**src/hdl/sfb_pkg.sv**
```systemverilog
`default_nettype none

package sfb_pkg;

  // Line codes
  localparam logic [7:0] FLAG_BYTE  = 8'h7e;
  localparam logic [7:0] ESC_BYTE   = 8'h7d;
  localparam logic [7:0] ESC_MASK   = 8'h20;
  localparam logic [7:0] CTRL_SEQ0  = 8'h00;
  localparam logic [7:0] CTRL_SEQ1  = 8'h40;
  localparam logic [7:0] ADDR_RESET = 8'h03;

  // One classified payload byte, as handed from the front to the back
  typedef struct packed {
    logic       hdr;   // open a frame: send the header first
    logic [7:0] addr;  // address for the header
    logic       seq;   // sequence bit for the control byte
    logic [7:0] data;  // payload byte
    logic       trl;   // close the frame: send BCC2 and the closing flag
    logic [7:0] bcc;   // BCC2 including this byte
  } sfb_job_t;

  // True where a byte must go out escaped
  function automatic logic needs_esc(input logic [7:0] b);
    needs_esc = (b == FLAG_BYTE) || (b == ESC_BYTE);
  endfunction

  // Byte as it follows the escape, or as it is where no escape is needed
  function automatic logic [7:0] stuff_val(input logic [7:0] b);
    stuff_val = needs_esc(b) ? (b ^ ESC_MASK) : b;
  endfunction

  function automatic logic [7:0] ctrl_byte(input logic seq);
    ctrl_byte = seq ? CTRL_SEQ1 : CTRL_SEQ0;
  endfunction

endpackage

`default_nettype wire

```
**src/hdl/sfb_front.sv**
```systemverilog
`default_nettype none

module sfb_front
  import sfb_pkg::*;
(
  input  wire logic       clk_i,
  input  wire logic       rst_ni,
  input  wire logic       addr_we_i,
  input  wire logic [7:0] address_byte_i,
  input  wire logic       accept_i,
  input  wire logic [7:0] payload_byte_i,
  input  wire logic       first_byte_i,
  input  wire logic       last_byte_i,
  input  wire logic       sequence_bit_i,
  output sfb_job_t        job_o,
  output logic            job_push_o
);

  logic [7:0] addr_q;
  logic [7:0] acc_q, acc_d;
  logic       inside_q, inside_d;
  logic [7:0] bcc;

  // Classify the byte and fold it into the running check
  always_comb begin
    bcc        = first_byte_i ? payload_byte_i : (acc_q ^ payload_byte_i);
    job_push_o = accept_i && (first_byte_i || inside_q);
    acc_d      = acc_q;
    inside_d   = inside_q;
    if (job_push_o) begin
      acc_d    = last_byte_i ? 8'h00 : bcc;
      inside_d = !last_byte_i;
    end
    job_o.hdr  = first_byte_i;
    job_o.addr = addr_q;
    job_o.seq  = sequence_bit_i;
    job_o.data = payload_byte_i;
    job_o.trl  = last_byte_i;
    job_o.bcc  = bcc;
  end

  // Hold frame state and the address register
  always_ff @(posedge clk_i or negedge rst_ni) begin
    if (!rst_ni) begin
      addr_q   <= ADDR_RESET;
      acc_q    <= 8'h00;
      inside_q <= 1'b0;
    end else begin
      if (addr_we_i) begin
        addr_q <= address_byte_i;
      end
      acc_q    <= acc_d;
      inside_q <= inside_d;
    end
  end

endmodule

`default_nettype wire

```
**src/hdl/sfb_queue.sv**
```systemverilog
`default_nettype none

module sfb_queue
  import sfb_pkg::*;
#(
  parameter int unsigned DEPTH = 4
) (
  input  wire logic       clk_i,
  input  wire logic       rst_ni,
  input  wire logic       push_i,
  input  wire sfb_job_t   data_i,
  input  wire logic       pop_i,
  output sfb_job_t        data_o,
  output logic            full_o,
  output logic            empty_o,
  output logic [$clog2(DEPTH+1)-1:0] level_o
);

  localparam int unsigned PW = (DEPTH > 1) ? $clog2(DEPTH) : 1;
  localparam int unsigned CW = $clog2(DEPTH + 1);
  localparam logic [PW-1:0] LAST_PTR = PW'(DEPTH - 1);

  sfb_job_t        mem_q [DEPTH];
  logic [PW-1:0]   wr_q, rd_q;
  logic [CW-1:0]   cnt_q;

  assign full_o  = (cnt_q == CW'(DEPTH));
  assign empty_o = (cnt_q == '0);
  assign data_o  = mem_q[rd_q];
  assign level_o = cnt_q;

  // Write the entry at the tail
  always_ff @(posedge clk_i) begin
    if (push_i) begin
      mem_q[wr_q] <= data_i;
    end
  end

  // Advance pointers and the fill count
  always_ff @(posedge clk_i or negedge rst_ni) begin
    if (!rst_ni) begin
      wr_q  <= '0;
      rd_q  <= '0;
      cnt_q <= '0;
    end else begin
      if (push_i) begin
        wr_q <= (wr_q == LAST_PTR) ? '0 : wr_q + 1'b1;
      end
      if (pop_i) begin
        rd_q <= (rd_q == LAST_PTR) ? '0 : rd_q + 1'b1;
      end
      if (push_i && !pop_i) begin
        cnt_q <= cnt_q + 1'b1;
      end else if (pop_i && !push_i) begin
        cnt_q <= cnt_q - 1'b1;
      end
    end
  end

endmodule

`default_nettype wire

```
**src/hdl/sfb_back.sv**
```systemverilog
`default_nettype none

module sfb_back
  import sfb_pkg::*;
(
  input  wire logic       clk_i,
  input  wire logic       rst_ni,
  input  wire sfb_job_t   head_i,
  input  wire logic       q_empty_i,
  output logic            q_pop_o,
  input  wire logic       pop_i,
  output logic            out_valid_o,
  output logic [7:0]      line_byte_o,
  output logic            run_last_o
);

  typedef enum logic [3:0] {
    ST_FLAG, ST_ADDR, ST_CTRL, ST_BCC1, ST_DESC, ST_DATA, ST_CESC, ST_CHK, ST_CLOSE
  } step_e;

  sfb_job_t   job_q, job_d, cur;
  step_e      step_q, step_d, step, nxt;
  logic       busy_q, busy_d;
  logic       valid_q, valid_d;
  logic [7:0] line_q, line_d, byte_v;
  logic       last_q, last_d;
  logic       done, fire;
  logic [7:0] ctrl;

  // Pick the job and step, then build one line byte
  always_comb begin
    cur  = busy_q ? job_q : head_i;
    ctrl = ctrl_byte(cur.seq);
    if (busy_q) begin
      step = step_q;
    end else if (cur.hdr) begin
      step = ST_FLAG;
    end else begin
      step = needs_esc(cur.data) ? ST_DESC : ST_DATA;
    end

    byte_v = FLAG_BYTE;
    nxt    = ST_FLAG;
    done   = 1'b0;
    unique case (step)
      ST_FLAG:  begin byte_v = FLAG_BYTE;  nxt = ST_ADDR; end
      ST_ADDR:  begin byte_v = cur.addr;   nxt = ST_CTRL; end
      ST_CTRL:  begin byte_v = ctrl;       nxt = ST_BCC1; end
      ST_BCC1:  begin
        byte_v = cur.addr ^ ctrl;
        nxt    = needs_esc(cur.data) ? ST_DESC : ST_DATA;
      end
      ST_DESC:  begin byte_v = ESC_BYTE;   nxt = ST_DATA; end
      ST_DATA:  begin
        byte_v = stuff_val(cur.data);
        nxt    = needs_esc(cur.bcc) ? ST_CESC : ST_CHK;
        done   = !cur.trl;
      end
      ST_CESC:  begin byte_v = ESC_BYTE;   nxt = ST_CHK; end
      ST_CHK:   begin byte_v = stuff_val(cur.bcc); nxt = ST_CLOSE; end
      ST_CLOSE: begin byte_v = FLAG_BYTE;  done = 1'b1; end
      default:  begin byte_v = FLAG_BYTE;  done = 1'b1; end
    endcase

    // Load the output register when there is a byte to send and the register is empty or being transferred out
    fire    = (busy_q || !q_empty_i) && (!valid_q || pop_i);
    q_pop_o = fire && !busy_q;

    busy_d  = busy_q;
    job_d   = job_q;
    step_d  = step_q;
    valid_d = valid_q && !pop_i;
    line_d  = line_q;
    last_d  = last_q;
    if (fire) begin
      busy_d  = !done;
      job_d   = cur;
      step_d  = nxt;
      valid_d = 1'b1;
      line_d  = byte_v;
      last_d  = done;
    end
  end

  // Hold sequencer state and the output register
  always_ff @(posedge clk_i or negedge rst_ni) begin
    if (!rst_ni) begin
      busy_q  <= 1'b0;
      job_q   <= '0;
      step_q  <= ST_FLAG;
      valid_q <= 1'b0;
      line_q  <= 8'h00;
      last_q  <= 1'b0;
    end else begin
      busy_q  <= busy_d;
      job_q   <= job_d;
      step_q  <= step_d;
      valid_q <= valid_d;
      line_q  <= line_d;
      last_q  <= last_d;
    end
  end

  assign out_valid_o = valid_q;
  assign line_byte_o = line_q;
  assign run_last_o  = last_q;

endmodule

`default_nettype wire

```
**src/hdl/stuffed_info_frame_builder.sv**
```systemverilog
// Information frame builder with byte stuffing.
// Input side: present payload_byte_i with first_byte_i, last_byte_i and
// sequence_bit_i and raise push; the byte transfers at a clock edge where
// full is low. A byte with first_byte_i low outside an open frame is dropped.
// Output side: while empty is low, line_byte_o and run_last_o hold the oldest
// line byte; it transfers at a clock edge where pop is high. run_last_o marks
// the final line byte caused by one input byte.
// Each input byte yields 1 to 9 line bytes (header 4, stuffed byte 1-2,
// stuffed BCC2 1-2, closing flag 1). The output sequencer sends one line byte
// per cycle while the receiver keeps popping. The first line byte is
// registered in the queue and then in the output register. A queue of
// QUEUE_DEPTH classified bytes sits between the front end and the sequencer,
// so input keeps transferring while the sequencer or the receiver is busy.
// When the receiver stalls the output byte holds; the sequencer and then the
// queue fill and full rises. addr_we_i writes address_byte_i into the address
// register. Reset empties the queue and output, closes any frame, clears
// BCC2 and sets the address to 0x03.
`default_nettype none

module stuffed_info_frame_builder
  import sfb_pkg::*;
#(
  parameter int unsigned QUEUE_DEPTH = 4
) (
  input  wire logic       clk_i,
  input  wire logic       rst_ni,
  input  wire logic       addr_we_i,
  input  wire logic [7:0] address_byte_i,
  input  wire logic       push,
  output logic            full,
  input  wire logic [7:0] payload_byte_i,
  input  wire logic       first_byte_i,
  input  wire logic       last_byte_i,
  input  wire logic       sequence_bit_i,
  output logic            empty,
  input  wire logic       pop,
  output logic [7:0]      line_byte_o,
  output logic            run_last_o
);

  sfb_job_t job_in, job_head;
  logic     q_push, q_pop, q_full, q_empty, out_valid;
  logic [$clog2(QUEUE_DEPTH+1)-1:0] q_level;

  assign full  = q_full;
  assign empty = !out_valid;

  sfb_front u_front (
    .clk_i          (clk_i),
    .rst_ni         (rst_ni),
    .addr_we_i      (addr_we_i),
    .address_byte_i (address_byte_i),
    .accept_i       (push && !q_full),
    .payload_byte_i (payload_byte_i),
    .first_byte_i   (first_byte_i),
    .last_byte_i    (last_byte_i),
    .sequence_bit_i (sequence_bit_i),
    .job_o          (job_in),
    .job_push_o     (q_push)
  );

  sfb_queue #(
    .DEPTH (QUEUE_DEPTH)
  ) u_queue (
    .clk_i   (clk_i),
    .rst_ni  (rst_ni),
    .push_i  (q_push),
    .data_i  (job_in),
    .pop_i   (q_pop),
    .data_o  (job_head),
    .full_o  (q_full),
    .empty_o (q_empty),
    .level_o (q_level)
  );

  sfb_back u_back (
    .clk_i       (clk_i),
    .rst_ni      (rst_ni),
    .head_i      (job_head),
    .q_empty_i   (q_empty),
    .q_pop_o     (q_pop),
    .pop_i       (pop),
    .out_valid_o (out_valid),
    .line_byte_o (line_byte_o),
    .run_last_o  (run_last_o)
  );

  // Never write into a full queue
  a_no_push_full: assert property (@(posedge clk_i) disable iff (!rst_ni)
    q_push |-> !q_full) else $error("queue written while full");

  // Never take from an empty queue
  a_no_pop_empty: assert property (@(posedge clk_i) disable iff (!rst_ni)
    q_pop |-> !q_empty) else $error("queue read while empty");

  // Fill count rises on a push without a pop
  a_level_track: assert property (@(posedge clk_i) disable iff (!rst_ni)
    (q_push && !q_pop) |=> (q_level == $past(q_level) + 1'b1))
    else $error("queue level lost a push");

endmodule

`default_nettype wire
```
**config.mk**
```make
export PLATFORM = sky130hd
export DESIGN_NAME = stuffed_info_frame_builder
export DESIGN_NICKNAME = d
export VERILOG_FILES = /design/src/hdl/sfb_pkg.sv /design/src/hdl/sfb_front.sv /design/src/hdl/sfb_queue.sv /design/src/hdl/sfb_back.sv /design/src/hdl/stuffed_info_frame_builder.sv
export SDC_FILE = /design/constraint.sdc
export NUM_CORES = 1
export LEC_CHECK = 0
export BUFFER_PORTS_ARGS = -buffer_cell sky130_fd_sc_hd__buf_2
export CAP_MARGIN = 20
export CORE_MARGIN = 2
export CORE_UTILIZATION = 30
export CTS_CLUSTER_SIZE = 12
export DETAILED_ROUTE_END_ITERATION = 8
export PLACE_DENSITY_LB_ADDON = 0.05
export SLEW_MARGIN = 5
export SYNTH_ARGS = -nofsm -noshare
export SYNTH_HDL_FRONTEND = slang
export SYNTH_SLANG_ARGS = --single-unit
```
**constraint.sdc**
```tcl
create_clock -name clk_i -period 4.99 [get_ports clk_i]
set_clock_uncertainty 0.1 [all_clocks]
set_input_delay 1.497 -clock clk_i [delete_from_list [all_inputs] [get_ports clk_i]]
set_output_delay 1.497 -clock clk_i [all_outputs]
set_load 0.02 [all_outputs]
```
==> results of run 1 <==
[worst max-delay path: stages, from the launching register on]
cell     delay (ns)
dfrtp_1        0.43
nor3b_1        0.73
buf_2          0.30
[logic make-up after synthesis]
group                      Yosys count
muxes                               73
adders and majority gates            7
buffers and inverters               33
and+or+nand+nor                    113
xor gates and xnor gates            18
DFF                                173
AOI/OAI and AO/OA                   73
[path summary, 6_finish.rpt]
kind / slack, ns / to / from
worst min register to register: 0.37 / u_back.line_byte_o[0]$_DFFE_PN0P_ / u_back.line_byte_o[0]$_DFFE_PN0P_
max in group asynchronous: 3.45 / u_front.addr_q[1]$_DFFE_PN1P_ / rst_ni
worst max-delay path: 1.50 / full / u_queue.level_o[1]$_DFFE_PN0P_
worst min-delay path: 0.37 / u_back.line_byte_o[0]$_DFFE_PN0P_ / u_back.line_byte_o[0]$_DFFE_PN0P_
min in group asynchronous: 0.97 / u_back.job_q[9]$_DFFE_PN0P_ / rst_ni
worst max register to register: 1.88 / u_back.line_byte_o[5]$_DFFE_PN0P_ / u_queue.rd_q[1]$_DFFE_PN0P_
[report_power, final]
group / switching [mW] / total [mW] / internal (mW)
sequential: 0.312 / 2.24 / 1.93
combinational: 0.948 / 1.72 / 0.772
clock: 0.625 / 1.35 / 0.726
[per-layer routing]
metal / vias up / GRT usage, % / wire (um) / share of wire [%]
met1: 2168 / 20.58 / 8630 / 49
met3: 14 / 2.656 / 665 / 3.8
met2: 80 / 21.58 / 8044 / 46
met5: - / 0 / 0 / 0
li1: 1945 / - / - / -
met4: 0 / 4.706 / 240 / 1.4
[layout make-up]
cell class              instances  area [um2]  area share, %
multi-input cells             284        2436          28.20
clock buffers                  19       442.9          5.127
repair buffers                 47       292.8          3.389
inverters                       9       33.78         0.3910
well taps                     324       405.4          4.692
clock inverters                13       155.1          1.796
flip-flops and latches        173        4873          56.41
[sequential cells by signal, indices dropped and copies added, names as in the netlist]
name                flops
u_back.busy_q           1
u_queue.level_o         3
u_back.job_q           26
u_back.out_valid_o      1
u_back.step_q           4
u_queue.wr_q            2
u_back.run_last_o       1
u_front.inside_q        1
u_back.line_byte_o      8
u_front.acc_q           8
u_queue.mem_q         108
u_queue.rd_q            2
u_front.addr_q          8
[layout by cell type (no fill, tap or decap), drive strengths merged, types with 2 or more instances in the layout]
master	synthesis	layout
o32a	2	2
a31oi	7	7
buf	10	47
mux2i	11	11
nand4	3	3
nand2	33	33
nor2b	3	3
xnor2	11	11
clkinv	1	5
nor4	2	2
nor4b	2	2
nor2	15	15
xor2	7	7
ha	6	6
o211ai	4	4
a21o	3	3
and2	7	7
nor3b	4	4
edfxtp	108	108
o22ai	2	2
clkbuf	14	19
a221o	2	2
mux4	25	25
or2	2	2
nand2b	20	20
or3b	2	2
dfrtp	63	63
a211oi	2	2
dfstp	2	2
clkinvlp	0	2
and4	2	2
nor3	6	6
a22oi	3	3
nand3	6	6
a21oi	15	15
o21ai	21	21
inv	8	14
o21a	2	2
mux2	37	37
==> results.json, run 1 <==
{
  "critPathArrivalTime_ns": 1.89,
  "r2r_cells": 6,
  "synth_mux_area_share_pct": 14.66,
  "drt_iter0_markers": 234,
  "die_w_um": 161.7,
  "place_hpwl_um": 11610,
  "cp-end-kind": "output pin",
  "start_util_pct": 30.57,
  "status": "completed",
  "grt_pass1_wl_um": 27360,
  "design_area_um2": 8640,
  "totalPowerFinal_mw": 5.312,
  "synthCells": 490,
  "synth_top_family_by_area": "multiplexers",
  "antenna_found_initial": 0,
  "firstDrtPassIters": 4,
  "place_inst": 837,
  "finalCritPeriodShare_pct": 69.86,
  "synthToLayoutAreaGrowth_pct": 15.86,
  "tightestPinTransition_ns": 1.024,
  "clock_latency_ns": 0.43,
  "whs_path_depth": 1,
  "clockBufferDepth": 2,
  "syn-num-nets": 521,
  "synth_top_cell_by_area": "edfxtp_1",
  "routed_wl_um": 17580,
  "crit_required_ns": 3.39,
  "io_pins": 35,
  "nFillCells": 2377,
  "ctsResizeCount": 0,
  "hp-class": "reg -> reg",
  "vdd_ir_drop_max_mv": 0.2062,
  "period_needed_ns": 3.486,
  "drive_gt1_share_pct": 27.71,
  "ys_seq_area_share_pct": 65.34,
  "synth_most_common_cell": "edfxtp_1",
  "vias_per_cell": 4.841,
  "finalMaxSlewViolations": 0,
  "p_leak_nw": 3.126,
  "clockRootBuffer": "clkbuf_16",
  "cp-start-kind": "flop",
  "grt_max_degree": 66,
  "ant_nets": 0,
  "critical_path_class": "reg -> out",
  "clock_sinks": 173,
  "cts_tree": "built",
  "netlist_top_cells_count": "edfxtp_1 (108), dfrtp_1 (63), mux2_2 (36)",
  "row_count": 57,
  "grt_pass1_vias": 4380,
  "ys_warn_count": 0,
  "synth_edf_count": 108,
  "max_slew_margin_pct": 31.72,
  "yosys_most_used_dff": "edfxtp_1",
  "synthTopCellsByArea": "edfxtp_1 (43%), dfrtp_1 (21%), mux4_2 (7.6%)",
  "ys_types": 62,
  "clk_pin_slew_ns": 0.08,
  "rsz0062_at_grt": "false",
  "yosys.area_share.adder_pct": 1.275,
  "maxCapViolations": 0,
  "syn_avg_cell_area_um2": 15.22,
  "grt.overflow.total": 0,
  "routabilityCongestion": 0.7599,
  "final_util_pct": 35.42,
  "synth_area_um2": 7457,
  "routedWlPerCell_um": 20.23,
  "fin_tns_setup_ns": 0,
  "die_h_um": 161.7,
  "async_flop_share_pct": 37.57,
  "yosys_register_bits": 173,
  "synth_compound_area_share_pct": 6.376,
  "track_usage_pct": 14.20,
  "power_density_nw_per_um2": 614.8,
  "setup_viol": 0,
  "hold_viol_final": 0,
  "critical_path.max_fanout": 4,
  "post_cts_buffers": 0,
  "htreeDepth": 4,
  "io_buffers": 34,
  "synth-xor-area-share_pct": 2.114,
  "hold_ws_ns": 0.3735,
  "dieArea_um2": 26130,
  "antenna_cells": 0,
  "core_um2": 24390,
  "instances_no_fill": 869,
  "place_ws_ns": 1.325,
  "vias": 4207,
  "synth-simple-area-share_pct": 8.205,
  "nets": 563,
  "cts_buffers": 17,
  "drcViolationCount": 0,
  "synth_top_area_share_pct": 43.49,
  "clock.fmax_mhz": 286.9,
  "place_area_um2": 8041,
  "worst_slack_ns": 1.504,
  "cts_hold_buf": 0
}
No activity file was read; power rests on OpenSTA's default activity.
==> run 2, diff against run 1 <==
--- a/config.mk
+++ b/config.mk
@@ -5,6 +5,7 @@
 export SDC_FILE = /design/constraint.sdc
 export NUM_CORES = 1
 export LEC_CHECK = 0
+export ABC_AREA = 1
 export BUFFER_PORTS_ARGS = -buffer_cell sky130_fd_sc_hd__buf_2
 export CAP_MARGIN = 20
 export CORE_MARGIN = 2
==> constraint.sdc (replaced) <==
create_clock -name clk_i -period 3.5 [get_ports clk_i]
set_clock_uncertainty 0.1 [all_clocks]
set_input_delay 1.05 -clock clk_i [delete_from_list [all_inputs] [get_ports clk_i]]
set_output_delay 1.05 -clock clk_i [all_outputs]
set_load 0.02 [all_outputs]
==> results.json, run 2 <==
{
  "status": "completed",
  "finalCritPeriodShare_pct": 77.74,
  "clock_latency_ns": 0.43,
  "cp-end-kind": "output pin",
  "ant_nets": 0,
  "setup_viol": 0,
  "hold_end": "u_back.line_byte_o[0]$_DFFE_PN0P_",
  "crit_required_ns": 2.35,
  "clk_pin_slew_ns": 0.07,
  "synth_top_area_share_pct": 42.82,
  "synth_edf_count": 108,
  "routed_wl_um": 18730,
  "hold_start": "u_back.line_byte_o[0]$_DFFE_PN0P_",
  "async_flop_share_pct": 37.57,
  "critical_path_class": "reg -> out",
  "post_cts_buffers": 0,
  "reg_top3": "u_queue.mem_q: 108 flops, u_back.job_q: 26 flops",
  "routedWlPerCell_um": 16.74,
  "vdd_ir_drop_max_mv": 0.2993,
  "die_h_um": 162.9,
  "synthTopCellsByArea": "edfxtp_1 (43%), dfrtp_1 (21%), nand2_1 (12%)",
  "ys_warn_count": 0,
  "clockBufferDepth": 2,
  "max_slew_margin_pct": 59.50,
  "nets": 806,
  "start_util_pct": 30.34,
  "place_hpwl_um": 12560,
  "clkPwrFrac_pct": 24.5,
  "cts_tree": "built",
  "grt_pass1_vias": 4974,
  "yosys_most_used_dff": "edfxtp_1",
  "track_usage_pct": 14.97,
  "antenna_found_initial": 0,
  "r2r_slack_ns": 0.88,
  "io_pins": 35,
  "grt.overflow.total": 0,
  "grt_max_degree": 42,
  "firstDrtPassIters": 5,
  "clockRootBuffer": "clkbuf_16",
  "grt_pass1_wl_um": 29870,
  "ys_types": 41,
  "critPathArrivalTime_ns": 1.57,
  "maxCapViolations": 0,
  "finalMaxSlewViolations": 0,
  "clock.fmax_mhz": 367.5,
  "power_density_nw_per_um2": 911.3,
  "clock_sinks": 173,
  "final_util_pct": 34.99,
  "routabilityCongestion": 0.7551,
  "r2r-end": "u_back.line_byte_o[7]$_DFFE_PN0P_",
  "synthCells": 740,
  "syn_avg_cell_area_um2": 10.23,
  "hold_viol_final": 0,
  "crit_chain": "nor2_1, nand2_1, inv_1, buf_2",
  "cpPeakStageDelay_ns": 0.43,
  "ctsResizeCount": 0,
  "regToRegStartpoint": "u_queue.rd_q[0]$_DFFE_PN0P_",
  "fin_tns_setup_ns": 0,
  "io_buffers": 34,
  "p_sw_mw": 3.219,
  "final_cell_mix": "nand2_1 (233), edfxtp_1 (108), dfrtp_1 (63)",
  "drt_iter0_markers": 345,
  "core_um2": 24960,
  "period_needed_ns": 2.721,
  "vias_per_cell": 4.588,
  "htreeDepth": 4,
  "layout_commonest_cell": "nand2_1",
  "row_count": 58,
  "top_register": "u_queue.mem_q",
  "netlist_top_cells_count": "nand2_1 (233), edfxtp_1 (108), dfrtp_1 (63)",
  "synth_top_cell_by_area": "edfxtp_1",
  "pwr-share-comb_pct": 38.0,
  "synth_most_common_cell": "nand2_1",
  "ys_seq_area_share_pct": 64.33,
  "rsz0062_at_grt": "false",
  "dieArea_um2": 26530,
  "drive_gt1_share_pct": 14.72,
  "hp-class": "reg -> reg",
  "cts_hold_buf": 0,
  "p_seq_share_pct": 37.5,
  "cpMaxStageDelayCell": "dfrtp_1",
  "p_leak_nw": 3.617,
  "drcViolationCount": 0,
  "vias": 5134,
  "whs_path_depth": 2,
  "synth_area_um2": 7574,
  "p_int_mw": 4.742,
  "synthToLayoutAreaGrowth_pct": 15.35,
  "yosys_register_bits": 173,
  "r2r_cells": 16,
  "swShare_pct": 40.43,
  "largest_reg_flops": 108,
  "cp-start-kind": "flop",
  "critical_path.max_fanout": 3,
  "syn-num-nets": 771,
  "tightestPinTransition_ns": 0.6075,
  "die_w_um": 162.9,
  "cts_buffers": 17
}
run 2: changes by cell type after synthesis, moves of 11 or more:
cell	previous run	this run
inv_1	8	42
mux2_2	36	9
mux2i_1	11	0
mux4_2	25	0
nand2_1	33	233
nand2b_1	20	0
nand3_1	6	46
nor2_1	15	58
o21ai_0	20	62
run 2: power groups by stage:
stage | clock, mW | sequential, mW | combinational (mW)
after detailed placement | 0 | 3.02 | 3.08
after global placement | 0 | 3.02 | 3.07
after global routing | 2.09 | 3.04 | 3.46
after floorplan | 0 | 3.04 | 2.11
after CTS | 2.01 | 2.99 | 3.09
final | 1.95 | 2.98 | 3.03
run 2: worst max path at each step:
stage,slack [ns],to,from,cells after the start
floorplan,0.39,u_queue.mem_q[0][0]$_DFFE_PP_,push,3
global placement,0.68,u_queue.level_o[1]$_DFFE_PN0P_,first_byte_i,7
detailed placement,0.67,u_queue.level_o[1]$_DFFE_PN0P_,first_byte_i,7
CTS,0.75,full,u_queue.level_o[0]$_DFFE_PN0P_,4
global route,0.59,u_back.busy_q$_DFFE_PN0P_,u_queue.rd_q[1]$_DFFE_PN0P_,15
finish,0.78,full,u_queue.level_o[0]$_DFFE_PN0P_,4
run 2: critical path, delay by kind of cell, from the launching register on:
family	cells	cell delay, ns
AND/OR/NAND/NOR	2	0.46
flip-flops	1	0.43
buffers and inverters	2	0.26
run 2: layout make-up:
type | count | area, um2
diodes | 1 | 2.502
flip-flops and latches | 173 | 4872
well taps | 330 | 412.9
inverters | 48 | 181.4
clock inverters | 14 | 180.2
fillers | 2558 | 16230
clock buffers | 18 | 429.2
multi-input cells | 485 | 2355
repair buffers | 50 | 302.8
run 2: metrics by stage:
stage	setup WS [ns]	power (mW)	hold WS (ns)	cells	cell area (um2)
final	0.7792	7.961	0.3748	1119	8736
after detailed placement	0.6671	6.103	0.3636	1086	8124
after global placement	0.6788	6.088	0.3615	1086	8124
after global routing	0.5930	8.594	0.3998	1118	8733
after floorplan	0.3867	5.145	0.3457	740	7574
after CTS	0.7499	8.085	0.3807	1118	8733
run 2: logic make-up (layout without fill, tap and decap cells):
logic type      after synthesis  in the layout  synth area share, %
other cells                   0              1                    0
compound gates               93             93                7.038
fa+ha+maj                     7              7                1.256
xor+xnor                     11             11                1.272
simple gates                365            365                20.06
buf+inv                      82            130                4.708
mux                           9              9                1.338
flops                       173            173                64.33
run 2: layer usage:
layer	up-vias	track usage [%]	share of wire, %
met1	2486	22.41	51
li1	2549	-	-
met2	90	22.05	44
met4	0	3.821	0.86
met3	9	3.056	4.1
met5	-	0	0
